--- src/rtl/ssdg_pkg.sv ---
// ----------------------------------------------------------------------------
// ssdg_pkg
// shared types and codes of the step/direction generator with homing
// ----------------------------------------------------------------------------
package ssdg_pkg;

  // operation codes carried in the input tuser
  localparam logic [1:0] OP_TICK   = 2'd0;
  localparam logic [1:0] OP_SET    = 2'd1;
  localparam logic [1:0] OP_HOME   = 2'd2;

  // register byte addresses
  localparam logic [2:0] ADDR_HALF_PERIOD = 3'd0;
  localparam logic [2:0] ADDR_BACKOFF     = 3'd4;

  localparam logic [15:0] HALF_PERIOD_RST = 16'd80;
  localparam logic [7:0]  BACKOFF_RST     = 8'd15;

  // controller mode, one-hot
  typedef enum logic [3:0] {
    MODE_IDLE    = 4'b0001,
    MODE_BACKOFF = 4'b0010,
    MODE_SEEK    = 4'b0100,
    MODE_RUN     = 4'b1000
  } mode_t;

endpackage

--- src/rtl/stepper_step_dir_generator_homing.sv ---
// ----------------------------------------------------------------------------
// stepper_step_dir_generator_homing
// tick-driven step/direction generator with position tracking and homing
// ----------------------------------------------------------------------------
// usage:
//   in_*  : one word per timer tick or command. in_tuser holds the operation
//           (tick, set target and interval, start homing); in_tdata holds
//           the target, the step interval and the home sensor level.
//   out_* : one result word for every input word: step and direction pin
//           levels, position, target minus position, last captured period
//           and the ready flag (homing done).
//   cfg_* : apb-style register port, homing half period at 0x0 and backoff
//           pulse count at 0x4; write only while no word is in flight.
// stages: a word is registered in the input register and its result in the
//   output register.
// throughput: one word per cycle while out_tready is high; the state update
//   is one pass (signed 32-bit compares and a position step) between registers.
// reset: the block comes up unhomed; ticks do nothing until a homing run
//   is started. registers return to 80 and 15.
// stall: while out_tready is low the result is held and one more word can
//   still wait in the input register; after that in_tready drops.
// ----------------------------------------------------------------------------
module stepper_step_dir_generator_homing
  import ssdg_pkg::*;
(
  input  logic        clk,
  input  logic        rst_n,
  // input channel
  input  logic        in_tvalid,
  output logic        in_tready,
  // target_pulses[31:0], step_interval[47:32], home_switch[48], zero pad
  input  logic [55:0] in_tdata,
  // operation[1:0]
  input  logic [1:0]  in_tuser,
  // result channel
  output logic        out_tvalid,
  input  logic        out_tready,
  // step_level[0], direction_level[1], current_position[33:2],
  // position_error[66:34], last_period[83:67], ready_res[84], zero pad
  output logic [87:0] out_tdata,
  // configuration port
  input  logic        cfg_psel,
  input  logic        cfg_penable,
  input  logic        cfg_pwrite,
  input  logic [2:0]  cfg_paddr,
  input  logic [31:0] cfg_pwdata,
  output logic [31:0] cfg_prdata,
  output logic        cfg_pready
);

  // configuration registers
  logic [15:0] half_period_r;
  logic [7:0]  backoff_r;

  // input register
  logic        in_vld_r;
  logic [1:0]  op_r;
  logic [31:0] in_tgt_r;
  logic [15:0] in_ivl_r;
  logic        in_sensor_r;

  // controller state
  mode_t       mode_r, mode_nxt;
  logic [16:0] tick_r, tick_nxt;
  logic [15:0] ivl_r, ivl_nxt;
  logic        step_r, step_nxt;
  logic        dir_r, dir_nxt;
  logic [31:0] pos_r, pos_nxt;
  logic [31:0] tgt_r, tgt_nxt;
  logic [16:0] period_r, period_nxt;
  logic [7:0]  steps_left_r, steps_left_nxt;
  logic [15:0] half_cnt_r, half_cnt_nxt;

  // output register
  logic        out_vld_r;
  logic [87:0] out_data_r, out_data_nxt;

  logic        adv;
  logic        in_fire;
  logic        upd;
  logic        cfg_wr;
  logic        do_seek;
  logic [15:0] half_inc;
  logic [7:0]  steps_dec;
  logic [32:0] err;

  // pipeline moves when the output slot is free or being drained
  assign adv       = !out_vld_r || out_tready;
  assign in_tready = !in_vld_r || adv;
  assign in_fire   = in_tvalid && in_tready;
  assign upd       = adv && in_vld_r;

  assign out_tvalid = out_vld_r;
  assign out_tdata  = out_data_r;

  // register port
  assign cfg_pready = 1'b1;
  assign cfg_wr     = cfg_psel && cfg_penable && cfg_pwrite && cfg_pready;
  assign cfg_prdata = cfg_paddr[2] ? {24'd0, backoff_r} : {16'd0, half_period_r};

  always_ff @(posedge clk) begin
    if (!rst_n) begin
      half_period_r <= HALF_PERIOD_RST;
      backoff_r     <= BACKOFF_RST;
    end else if (cfg_wr) begin
      // low address bits are ignored, bit 2 picks the register
      if (cfg_paddr[2] == ADDR_BACKOFF[2]) begin
        backoff_r <= cfg_pwdata[7:0];
      end else begin
        half_period_r <= cfg_pwdata[15:0];
      end
    end
  end

  // input register
  always_ff @(posedge clk) begin
    if (!rst_n) begin
      in_vld_r <= 1'b0;
    end else if (in_fire) begin
      in_vld_r <= 1'b1;
    end else if (adv) begin
      in_vld_r <= 1'b0;
    end
  end

  always_ff @(posedge clk) begin
    if (in_fire) begin
      op_r        <= in_tuser;
      in_tgt_r    <= in_tdata[31:0];
      in_ivl_r    <= in_tdata[47:32];
      in_sensor_r <= in_tdata[48];
    end
  end

  // one pass of the controller for the word in the input register
  always_comb begin
    mode_nxt       = mode_r;
    tick_nxt       = tick_r;
    ivl_nxt        = ivl_r;
    step_nxt       = step_r;
    dir_nxt        = dir_r;
    pos_nxt        = pos_r;
    tgt_nxt        = tgt_r;
    period_nxt     = period_r;
    steps_left_nxt = steps_left_r;
    half_cnt_nxt   = half_cnt_r;
    do_seek        = 1'b0;
    half_inc       = half_cnt_r + 16'd1;
    steps_dec      = steps_left_r - 8'd1;

    case (op_r)
      OP_TICK: begin
        unique case (mode_r)
          MODE_BACKOFF, MODE_SEEK: begin
            if (half_inc < half_period_r) begin
              half_cnt_nxt = half_inc;
            end else begin
              half_cnt_nxt = 16'd0;
              if (step_r) begin
                // end of the high half
                step_nxt = 1'b0;
              end else if (mode_r == MODE_BACKOFF) begin
                steps_left_nxt = steps_dec;
                if (steps_dec == 8'd0) begin
                  dir_nxt  = 1'b0;
                  mode_nxt = MODE_SEEK;
                  do_seek  = 1'b1;
                end else begin
                  step_nxt = 1'b1;
                end
              end else begin
                do_seek = 1'b1;
              end
            end
          end
          MODE_RUN: begin
            if (tick_r > {1'b0, ivl_r}) begin
              if ($signed(tgt_r) > $signed(pos_r)) begin
                dir_nxt  = 1'b1;
                step_nxt = !step_r;
                if (step_r) begin
                  pos_nxt = pos_r + 32'd1;
                end
              end else if ($signed(tgt_r) < $signed(pos_r)) begin
                dir_nxt  = 1'b0;
                step_nxt = !step_r;
                if (step_r) begin
                  pos_nxt = pos_r - 32'd1;
                end
              end
              period_nxt = tick_r;
              tick_nxt   = 17'd0;
            end else begin
              tick_nxt = tick_r + 17'd1;
            end
          end
          MODE_IDLE: begin
          end
        endcase
      end
      OP_SET: begin
        tgt_nxt = in_tgt_r;
        ivl_nxt = in_ivl_r;
      end
      OP_HOME: begin
        tgt_nxt        = 32'd0;
        dir_nxt        = 1'b1;
        half_cnt_nxt   = 16'd0;
        steps_left_nxt = backoff_r;
        if (backoff_r != 8'd0) begin
          mode_nxt = MODE_BACKOFF;
          step_nxt = 1'b1;
        end else begin
          mode_nxt = MODE_SEEK;
          dir_nxt  = 1'b0;
          do_seek  = 1'b1;
        end
      end
      default: begin
      end
    endcase

    // start of a seek pulse: pulse again while not home, else finish homing
    if (do_seek) begin
      half_cnt_nxt = 16'd0;
      if (in_sensor_r) begin
        step_nxt = 1'b1;
      end else begin
        step_nxt = 1'b0;
        pos_nxt  = 32'd0;
        tgt_nxt  = 32'd0;
        mode_nxt = MODE_RUN;
      end
    end

    err = {tgt_nxt[31], tgt_nxt} - {pos_nxt[31], pos_nxt};
    out_data_nxt = {3'd0, (mode_nxt == MODE_RUN), period_nxt, err, pos_nxt,
                    dir_nxt, step_nxt};
  end

  always_ff @(posedge clk) begin
    if (!rst_n) begin
      mode_r       <= MODE_IDLE;
      tick_r       <= 17'd0;
      ivl_r        <= 16'd0;
      step_r       <= 1'b0;
      dir_r        <= 1'b0;
      pos_r        <= 32'd0;
      tgt_r        <= 32'd0;
      period_r     <= 17'd0;
      steps_left_r <= 8'd0;
      half_cnt_r   <= 16'd0;
    end else if (upd) begin
      mode_r       <= mode_nxt;
      tick_r       <= tick_nxt;
      ivl_r        <= ivl_nxt;
      step_r       <= step_nxt;
      dir_r        <= dir_nxt;
      pos_r        <= pos_nxt;
      tgt_r        <= tgt_nxt;
      period_r     <= period_nxt;
      steps_left_r <= steps_left_nxt;
      half_cnt_r   <= half_cnt_nxt;
    end
  end

  // output register
  always_ff @(posedge clk) begin
    if (!rst_n) begin
      out_vld_r <= 1'b0;
    end else if (adv) begin
      out_vld_r <= in_vld_r;
    end
  end

  always_ff @(posedge clk) begin
    if (upd) begin
      out_data_r <= out_data_nxt;
    end
  end

`ifndef ASSERT_OFF
  // a word taken from the input register shows up as a result
  a_result_follows: assert property (@(posedge clk) disable iff (!rst_n)
    upd |=> out_vld_r)
    else $error("result missing after update");

  // before the first homing run nothing moves
  a_idle_quiet: assert property (@(posedge clk) disable iff (!rst_n)
    (mode_r == MODE_IDLE) |-> (pos_r == 32'd0) && !step_r && !dir_r)
    else $error("pins or position moved before homing");

  // entering run mode always starts from a cleared position and target
  a_home_clears: assert property (@(posedge clk) disable iff (!rst_n)
    (mode_r == MODE_RUN) && ($past(mode_r) != MODE_RUN)
    |-> (pos_r == 32'd0) && (tgt_r == 32'd0) && !step_r)
    else $error("homing finished without clearing position");

  // a homing request with backoff pulses enters backoff with step high
  a_home_backoff: assert property (@(posedge clk) disable iff (!rst_n)
    upd && (op_r == OP_HOME) && (backoff_r != 8'd0)
    |=> (mode_r == MODE_BACKOFF) && step_r && dir_r)
    else $error("homing request did not start backoff");
`endif

endmodule
--- config.mk ---
export PLATFORM = sky130hd
export DESIGN_NAME = stepper_step_dir_generator_homing
export DESIGN_NICKNAME = d
export VERILOG_FILES = /design/src/rtl/ssdg_pkg.sv /design/src/rtl/stepper_step_dir_generator_homing.sv
export SDC_FILE = /design/constraint.sdc
export NUM_CORES = 1
export LEC_CHECK = 0
export ABC_AREA = 1
export ABC_CLOCK_PERIOD_IN_PS = 7800
export CAP_MARGIN = 0
export CORE_MARGIN = 2
export CORE_UTILIZATION = 45
export CTS_BUF_LIST = sky130_fd_sc_hd__clkbuf_4 sky130_fd_sc_hd__clkbuf_8
export DETAILED_ROUTE_END_ITERATION = 10
export DONT_BUFFER_PORTS = 1
export GPL_TIMING_DRIVEN = 0
export PLACE_DENSITY = 0.71
export SLEW_MARGIN = 10
export SYNTH_ARGS = -nofsm -noshare
export SYNTH_HDL_FRONTEND = slang
export SYNTH_SLANG_ARGS = --single-unit
--- constraint.sdc ---
create_clock -name clk -period 7.8 [get_ports clk]
set_input_delay 0.78 -clock clk [delete_from_list [all_inputs] [get_ports clk]]
set_output_delay 0.78 -clock clk [all_outputs]
set_load 0.1 [all_outputs]
Yosys cells after proc, flatten, opt, wreduce, memory -nomap -nowiden
Index checks and enable logic that the tools add are counted.
Storage, ports and cells
  register bits after elaboration: 306
  word-level logic and storage cells: 129
Operators by class
  add/sub/neg operators: 6
  magnitude comparators: 4
  equal/unequal tests: 11
  muxes and demuxes: 66
  bitwise operators: 1
  reductions and logical operators: 22
Operators with widths (number)
  $mux 32: 11
  $mux 17: 4
  $mux 16: 4
  $pmux 32 s2: 1
  $sub 32x32->33: 1
  $add 32x1->32 const B: 1
  $gt 32x32->1: 1
  $lt 32x32->1: 1
  $mux 8: 4
  $pmux 16 s2: 1
  $sub 32x1->32 const B: 1
  $mux 4: 7
  $mux 1: 26
  $add 17x1->17 const B: 1
  $gt 17x16->1: 1
  $add 16x1->16 const B: 1
  $lt 16x16->1: 1
  $pmux 8 s2: 1
  $pmux 1 s2: 5
  $eq 4x4->1 const B: 2
  $logic_not 8->1: 1
  $pmux 4 s2: 1
  $reduce_bool 8->1: 1
  $sub 8x1->8 const B: 1
  19 further kinds: 31

Logic depth before layout (Yosys ltp)
Gate-level depths: netlist of the first run.
  depth after elaboration: 11
  depth in mapped cells: 35
  mapped depth without buffers: 34

Least setup slack after synthesis of the first run
No wires, ideal clock.
  path kind: register to register
  from: register half_cnt_r[0]
  to: register out_data_r[58], in the netlist out_tdata[58] (data pin)
  arrival: 5144 ps
  required time: 7538 ps
  path slack: 2394 ps
  stages on the path, launching flop included: 34
  path buffers: 1
  period minus slack after synthesis: 5406 ps
  cells stage by stage: dfxtp_1 > nand3_1 > nor3_1 > nand3_1 > nor3_1 > nand3_1 > nor2_1 > nand4_1 > xor2_1 > inv_1 > ha_1 > nand4_1 > nor3_1 > o21ai_0 > nand2_1 > nand3_2 > a21oi_4 > inv_2 > buf_2 > nand2_1 > ha_1 > inv_1 > fa_1 > nand3_1 > nand2_1 > a21oi_1 > o21ai_0 > a21boi_0 > inv_1 > nand2_1 > nand2_1 > a21boi_0 > o21bai_1 > xor2_1
Between the ends
  cells in the longest elaborated chain, start to end: 7
  elaborated cells on any way between the ends: 8
  those cells by class: 2 x add/sub; 1 x order compare; 5 x mux
RTL lines
  start, declared: line stepper_step_dir_generator_homing.sv:72  | logic [15:0] half_cnt_r, half_cnt_nxt;
  start signal, assigned: line stepper_step_dir_generator_homing.sv:263  | half_cnt_r <= half_cnt_nxt;
  $add 16x1->16 *: line stepper_step_dir_generator_homing.sv:148  | half_inc = half_cnt_r + 16'd1;
  $lt 16x16->1 *: line stepper_step_dir_generator_homing.sv:155  | if (half_inc < half_period_r) begin
  $mux 1 *: line stepper_step_dir_generator_homing.sv:155
  $mux 1 *: line stepper_step_dir_generator_homing.sv:153  | unique case (mode_r)
  $pmux 1 s2 *: line stepper_step_dir_generator_homing.sv:151  | case (op_r)
  $mux 32: line stepper_step_dir_generator_homing.sv:224  | if (do_seek) begin
  $sub 32x32->33 *: line stepper_step_dir_generator_homing.sv:236  | err = {tgt_nxt[31], tgt_nxt} - {pos_nxt[31], pos_nxt};
  net err[24]: line stepper_step_dir_generator_homing.sv:85  | logic [32:0] err;
  end signal, assigned: line stepper_step_dir_generator_homing.sv:278  | out_data_r <= out_data_nxt;
  end, declared: line stepper_step_dir_generator_homing.sv:76  | logic [87:0] out_data_r, out_data_nxt;
Mark *: on every way through the listed nets, which the timed path passes. The rest lies on a longest branch.
A chain may end at the register's enable or synchronous reset.

Worst setup path after layout of the first run
Ends and elaborated chain as after synthesis.

==> out/results.tsv, run 1 <==
stage	metric	value	unit
timing	Hold Vio Cnt, Final	0	
logic_synthesis	synthesized area	0.01750	sq mm
logic_synthesis	Gate Count Post-Synth	2255	
placement	input/output buffers	0	
route	Starting DRT DRC Count	1271	
final_layout	synth-to-layout area growth	12.10	%
min_path	Min-Delay Path Class	input port to register	
placement	placer congestion estimate	0.9551	
setup_path	Max stage delay cell, worst path	a21boi_2	
setup_path	reg2reg setup slack	510	ps
setup_path	crit path max fanout	10	
final_layout	NumNets Final	2536	
power_and_ir_drop	switching pwr	1.719	mW
clocking	CTS Buf Count	54	
floorplanning	Die Y	201.2	um
min_path	Min-Delay Path Depth	0	
power_and_ir_drop	Comb pwr share	19.8	%
logic_synthesis	post-synth cell types	51	
power_and_ir_drop	Internal	3.157	mW
floorplanning	die area	0.04048	sq mm
logic_synthesis	post-synthesis mux area share	0	%
power_and_ir_drop	power density over cell area	248.5	mW/mm^2
route	vias per cell	5.406	
global_route	gr ovfl total	0	
logic_synthesis	largest family of logic cells by synthesized area	simple AND/OR/NAND/NOR gates	
setup_path	WP data required	8190	ps
timing	RSZ-0062 raised after global routing	no	
setup_path	Arrival @ worst endpoint	7680	ps
route	DR vias	15660	
clocking	Post-CTS Hold Fix Bufs	0	
final_layout	most common cell after layout, fill and taps aside	nand2_1	
setup_path	crit path from	half_cnt_r[0]$_SDFFE_PN0P_	
timing	period utilization	93.50	%
logic_synthesis	sequential-to-total area share from yosys stat	42.78	%
floorplanning	row count	72	
global_route	via count of the first global-routing pass	14880	
final_layout	Final Instance Area	0.01962	sq mm
setup_path	reg-to-reg startpoint	half_cnt_r[0]$_SDFFE_PN0P_	
power_and_ir_drop	Peak VDD IR	0.0001817	V
clocking	clk_lat worst skew	650	ps
timing	slew margin rel.	24.53	%
timing	clock skew	34.93	ps
route	drt pass-1 iters	6	
min_path	end of the worst hold path	in_sensor_r$_DFFE_PP_	
final_layout	Core Util, Final	50.88	%
global_route	gr usage total	25.74	%
placement	Cell Area, Placed	0.01831	sq mm
timing	fin. max-slew vios	0	
placement	DPL Wire Length	40190	um
min_path	Hold Path Origin	in_tdata[48]	
timing	Final setup viols	0	
setup_path	Crit path largest cell delay	420	ps
setup_path	r2r worst-path depth	33	
route	WL final	53040	um
power_and_ir_drop	Clock power frac	36.6	%
final_layout	most frequent cells in the layout	nand2_1, inv_1, o21ai_0	
timing	TNS Setup	0	ps
power_and_ir_drop	Sw Ratio	35.25	%
final_layout	share of post-route cells with drive strength above 1	8.751	%
logic_synthesis	post-synthesis xor/xnor area fraction	2.803	%
timing	fmax	0.1371	GHz
job	max_cap viols	0	
floorplanning	Starting Density	45.39	%
power_and_ir_drop	Pwr Total	4.876	mW
clocking	CTS Sinks	306	
floorplanning	Die W	201.2	um
clocking	clock slew seen by the registers of the worst setup and hold paths	70	ps
logic_synthesis	synthesized area per cell	7.761	sq um
clocking	Clock Path Buffers	3	
logic_synthesis	Synth Area in Simple Gates	22.31	%
clocking	clock root cell	clkbuf_8	
logic_synthesis	adder-cell share of the synthesized area	7.550	%
timing	crit path time final	7293	ps
route	post-route ant nets	0	
setup_path	CP Launch Type	register	
logic_synthesis	flops & latches, synth	306	
setup_path	most numerous cell on the critical path	nand2_1	
power_and_ir_drop	LEAKAGE	8.543	nW
logic_synthesis	Compound-Gate Fraction of Synth Area	14.43	%
status	run status	completed	
timing	Worst-Margin Slew	1132	ps
global_route	initial antenna violation count	4	
global_route	global-route wire length before repair	81720	um
setup_path	CP Class	register to register	
floorplanning	Core Region	0.03856	sq mm
clocking	htree depth	2	
route	WL/cell	18.31	um
global_route	largest net degree at the start of global routing	52	
floorplanning	IO Pins	223	
logic_synthesis	YS warnings	0	
setup_path	Setup crit end kind	register	
setup_path	Reg-to-Reg End	out_tdata[58]$_DFFE_PP_	
power_and_ir_drop	sequential share of power	43.5	%
clocking	TritonCTS clock tree	built	
route	drc violations	0	
sequential cells by signal (all words and copies together), names as in the netlist, 4 cells and up:
register / flops
ivl_r: 16
pos_r: 32
mode_r: 4
tick_r: 17
in_ivl_r: 16
steps_left_r: 8
out_tdata: 85
period_r: 17
backoff_r: 8
half_cnt_r: 16
in_tgt_r: 32
tgt_r: 32
half_period_r: 16
logic make-up (layout without fill, tap and decap cells):
| group | count (synthesis) | after routing |
|---|---|---|
| AND/OR/NAND/NOR | 872 | 872 |
| AO/OA/AOI/OAI | 478 | 478 |
| buffers and inverters | 436 | 540 |
| flip-flops | 306 | 306 |
| adder cells (fa/ha/maj) | 105 | 105 |
| XOR/XNOR | 56 | 56 |
| other | 2 | 21 |
metal layers:
layer  vias up  global-route usage, %  share of wire (%)
met2       580                  42.08                 46
met4         6                  10.95                4.1
met1      7313                  33.12                 43
met3       109                  5.345                6.9
li1       7647                      -                  -
met5         -                      0              0.077
critical path: cells and delay by family (launching register included):
family | cells | cell delay (ps)
compound gates | 7 | 1980
simple gates | 16 | 2720
xor+xnor | 2 | 330
fa+ha+maj | 3 | 900
flops | 1 | 410
buf+inv | 5 | 650
power by group through the flow:
| stage | combinational (mW) | clock (mW) | sequential, mW |
|---|---|---|---|
| floorplan | 0.696 | 0 | 2.14 |
| global placement | 0.925 | 0 | 2.16 |
| detailed placement | 0.947 | 0 | 2.15 |
| CTS | 0.952 | 1.82 | 2.12 |
| global route | 1.07 | 1.90 | 2.13 |
| finish | 0.968 | 1.79 | 2.12 |
cell usage after synthesis (all sizes together):
cell	instances	area, sq um
nor2	167	649.4
a21o	6	45.04
a211oi	5	37.54
xor2	40	350.3
or2	8	50.05
o32ai	1	8.760
nor4	11	90.08
ha	104	1301
o21ai	225	1134
fa	1	20.02
nor3	40	220.2
clkbuf	65	244.0
nand4	43	275.3
nor3b	4	40.03
dfxtp	170	3403
or4	1	11.26
a221oi	2	17.52
inv	328	1231
nand3b	6	45.04
buf	42	285.3
nand2	408	1549
o211ai	3	22.52
nand3	184	973.4
a31oi	9	62.56
conb	2	7.510
clkinv	1	3.750
o21bai	7	52.55
o21a	5	37.54
a21oi	211	1079
a21boi	4	30.03
xnor2	16	140.1
edfxtp	136	4084
per-stage QoR:
stage                     std cells  hold WS [ps]  setup slack (ps)
after floorplan                2273         424.5              2394
after global placement         2791         435.2             625.2
after detailed placement       2793         442.9             488.0
after CTS                      2895         170.8             434.7
after global routing           2895         178.4             20.27
final                          2896         219.4             507.0
timing repair:
| item | CTS | global route |
|---|---|---|
| setup endpoints to repair | 0 | 3 |
| resized for setup | 0 | 2 |
| setup buffers | 0 | 0 |
final cells by class:
class | instances | area, sq um
Fill cell | 3768 | 18940
Multi-Input combinational cell | 1531 | 8367
Sequential cell | 306 | 7487
Inverter | 329 | 1235
Clock buffer | 70 | 888.4
Tap cell | 518 | 648.1
Buffer | 107 | 533.0
Clock inverter | 32 | 417.9
Timing Repair Buffer | 2 | 40.04
Antenna cell | 1 | 2.502
worst max path at each step:
| stage | endpoint | slack, ps | depth (start not counted) |
|---|---|---|---|
| 2_1_floorplan | out_tdata[58]$_DFFE_PP_ | 2390 | 33 |
| 3_3_place_gp | out_tdata[58]$_DFFE_PP_ | 630 | 33 |
| 3_5_place_dp | out_tdata[58]$_DFFE_PP_ | 490 | 33 |
| 4_1_cts | out_tdata[58]$_DFFE_PP_ | 430 | 33 |
| 5_1_grt | out_tdata[58]$_DFFE_PP_ | 20 | 33 |
| 6_report | out_tdata[58]$_DFFE_PP_ | 510 | 33 |
No activity file was read; power rests on OpenSTA's default activity.
==> run 2: changes to the inputs <==
Settings changed: CORE_MARGIN 2 to 1.5, CORE_UTILIZATION 45 to 60, PLACE_DENSITY 0.71 to 0.87.
==> out/results.tsv, run 2 (synthesis gave the netlist of run 1 again) <==
stage	metric	value	unit	change
status	run status	completed		unchanged
setup_path	CP Class	register to register		unchanged
clocking	CTS Buf Count	51		was 54
setup_path	crit path max fanout	10		unchanged
final_layout	NumNets Final	2533		was 2536
setup_path	WP data required	8130	ps	was 8190 ps
clocking	Clock Path Buffers	3		unchanged
timing	Hold Vio Cnt, Final	0		unchanged
setup_path	Setup crit end kind	register		unchanged
clocking	CTS Sinks	306		unchanged
global_route	gr ovfl total	0		unchanged
timing	period utilization	92.91	%	was 93.50%
setup_path	Max stage delay cell, worst path	a21boi_1		was a21boi_2
setup_path	most numerous cell on the critical path	nand2_1		unchanged
timing	RSZ-0062 raised after global routing	no		unchanged
clocking	post-CTS setup buffer count	0		unchanged
floorplanning	row count	62		was 72
route	WL final	51700	um	was 53040 um
floorplanning	Die W	173.8	um	was 201.2 um
floorplanning	IO Pins	223		unchanged
global_route	via count of the first global-routing pass	15020		was 14880
placement	DPL Wire Length	39160	um	was 40190 um
final_layout	non-filler cells, final	2756		was 2896
timing	clock skew	37.16	ps	was 34.93 ps
route	vias per cell	5.884		was 5.406
final_layout	most common cell after layout, fill and taps aside	nand2_1		unchanged
route	drc violations	0		unchanged
clocking	Post-CTS Hold Fix Bufs	0		unchanged
power_and_ir_drop	LEAKAGE	8.495	nW	was 8.543 nW
power_and_ir_drop	Peak VDD IR	0.0001584	V	was 0.0001817 V
final_layout	max reg flops	85		unchanged
timing	fmax	0.1380	GHz	was 0.1371 GHz
floorplanning	Starting Density	60.97	%	was 45.39%
timing	slew margin rel.	25.63	%	was 24.53%
global_route	largest net degree at the start of global routing	51		was 52
setup_path	CP Launch Type	register		unchanged
placement	placed cells	2659		was 2793
placement	input/output buffers	0		unchanged
clocking	TritonCTS clock tree	built		unchanged
global_route	global-route wire length before repair	79970	um	was 81720 um
final_layout	FILL cells	2296		was 3768
floorplanning	die area	0.03020	sq mm	was 0.04048 sq mm
timing	fin. max-slew vios	0		unchanged
route	WL/cell	18.76	um	was 18.31 um
job	max_cap viols	0		unchanged
route	post-route ant nets	0		unchanged
clocking	htree depth	2		unchanged
timing	TNS Setup	0	ps	unchanged
route	Starting DRT DRC Count	1865		was 1271
route	drt pass-1 iters	7		was 6
floorplanning	Core Region	0.02870	sq mm	was 0.03856 sq mm
route	DR vias	16220		was 15660
global_route	gr usage total	33.50	%	was 25.74%
power_and_ir_drop	Pwr Total	4.724	mW	was 4.876 mW
timing	Final setup viols	0		unchanged
placement	placer congestion estimate	0.9759		was 0.9551
final_layout	synth-to-layout area growth	10.47	%	was 12.10%
clocking	clock slew seen by the registers of the worst setup and hold paths	70	ps	about the same
global_route	initial antenna violation count	2		was 4
clocking	clock root cell	clkbuf_8		unchanged
floorplanning	Die Y	173.8	um	was 201.2 um
setup_path	Arrival @ worst endpoint	7570	ps	was 7680 ps
power_and_ir_drop	power density over cell area	244.3	mW/mm^2	was 248.5 mW/mm^2
setup_path	Crit path largest cell delay	530	ps	was 420 ps
min_path	Min-Delay Path Class	input port to register		unchanged
timing	Worst-Margin Slew	1115	ps	was 1132 ps
final_layout	share of post-route cells with drive strength above 1	8.523	%	was 8.751%
timing	crit path time final	7247	ps	was 7293 ps
final_layout	most frequent cells in the layout	nand2_1, inv_1, o21ai_0		unchanged
clocking	clk_lat worst skew	600	ps	was 650 ps
## run 2: changes by cell type in the layout (fill, tap and decap cells not counted), sizes merged
cell,before,now
clkinv,18,13
clkbuf,135,141
diode,1,2
clkinvlp,4,1
bufinv,10,5
## run 2: final cells by class
cell class / instances / area, sq um / area share [%]
Multi-Input combinational cell: 1531 / 8363 / 43.26
Sequential cell: 306 / 7487 / 38.73
Inverter: 329 / 1235 / 6.388
Clock buffer: 76 / 952.2 / 4.925
Buffer: 107 / 533.0 / 2.757
Tap cell: 384 / 480.5 / 2.485
Clock inverter: 19 / 237.7 / 1.230
Timing Repair Buffer: 2 / 40.04 / 0.2071
Antenna cell: 2 / 5.005 / 0.02589
## run 2: timing repair
action | 4_1_cts | 5_1_grt
gates resized for setup | 0 | 1
endpoints found under the setup margin | 0 | 1
endpoints found under the hold margin | 0 | 0
## run 2: worst paths after layout
path | startpoint | end | slack, ps | cells past startpoint
setup / recovery | half_cnt_r[0]$_SDFFE_PN0P_ | out_tdata[58]$_DFFE_PP_ | 550 | 32
hold / removal | in_tdata[19] | in_tgt_r[19]$_DFFE_PP_ | 270 | 0
setup reg to reg | half_cnt_r[0]$_SDFFE_PN0P_ | out_tdata[58]$_DFFE_PP_ | 550 | 32
hold reg to reg | period_r[7]$_SDFFE_PN0P_ | period_r[7]$_SDFFE_PN0P_ | 460 | 2
## run 2: per-layer routing
metal / share of wire [%] / global-route usage (%) / up-vias
met3: 9.2 / 6.118 / 151
met4: 4.2 / 14.22 / 0
met5: 0 / 0 / -
met2: 46 / 54.33 / 886
met1: 41 / 44.10 / 7530
li1: - / - / 7648
## run 2: through the flow
stage | util, % | setup WS, ps | hold slack [ps] | area (sq um)
after global routing | 67.36 | 211.6 | 243.6 | 19330
final | 67.36 | 553.3 | 266.6 | 19330
after detailed placement | 63.20 | 550.6 | 445.7 | 18140
after floorplan | - | 2394 | 424.5 | 17570
after global placement | 62.88 | 716.1 | 436.0 | 18050
after CTS | 67.34 | 528.6 | 242.5 | 19330
## run 2: critical path, delay by kind of cell, from the launching register on
family                     cells  cell delay, ps
AOI/OAI and AO/OA              7            1970
xor gates and xnor gates       2             270
adders and majority gates      4            1140
DFF                            1             420
buffers and inverters          4             610
and+or+nand+nor               15            2560
## run 2: where the power goes
| group | internal [mW] | leakage (nW) | switching, mW |
|---|---|---|---|
| logic | 0.276 | 5.19 | 0.691 |
| registers | 1.80 | 2.69 | 0.326 |
| clock network | 0.954 | 0.623 | 0.680 |
| total | 3.03 | 8.50 | 1.70 |
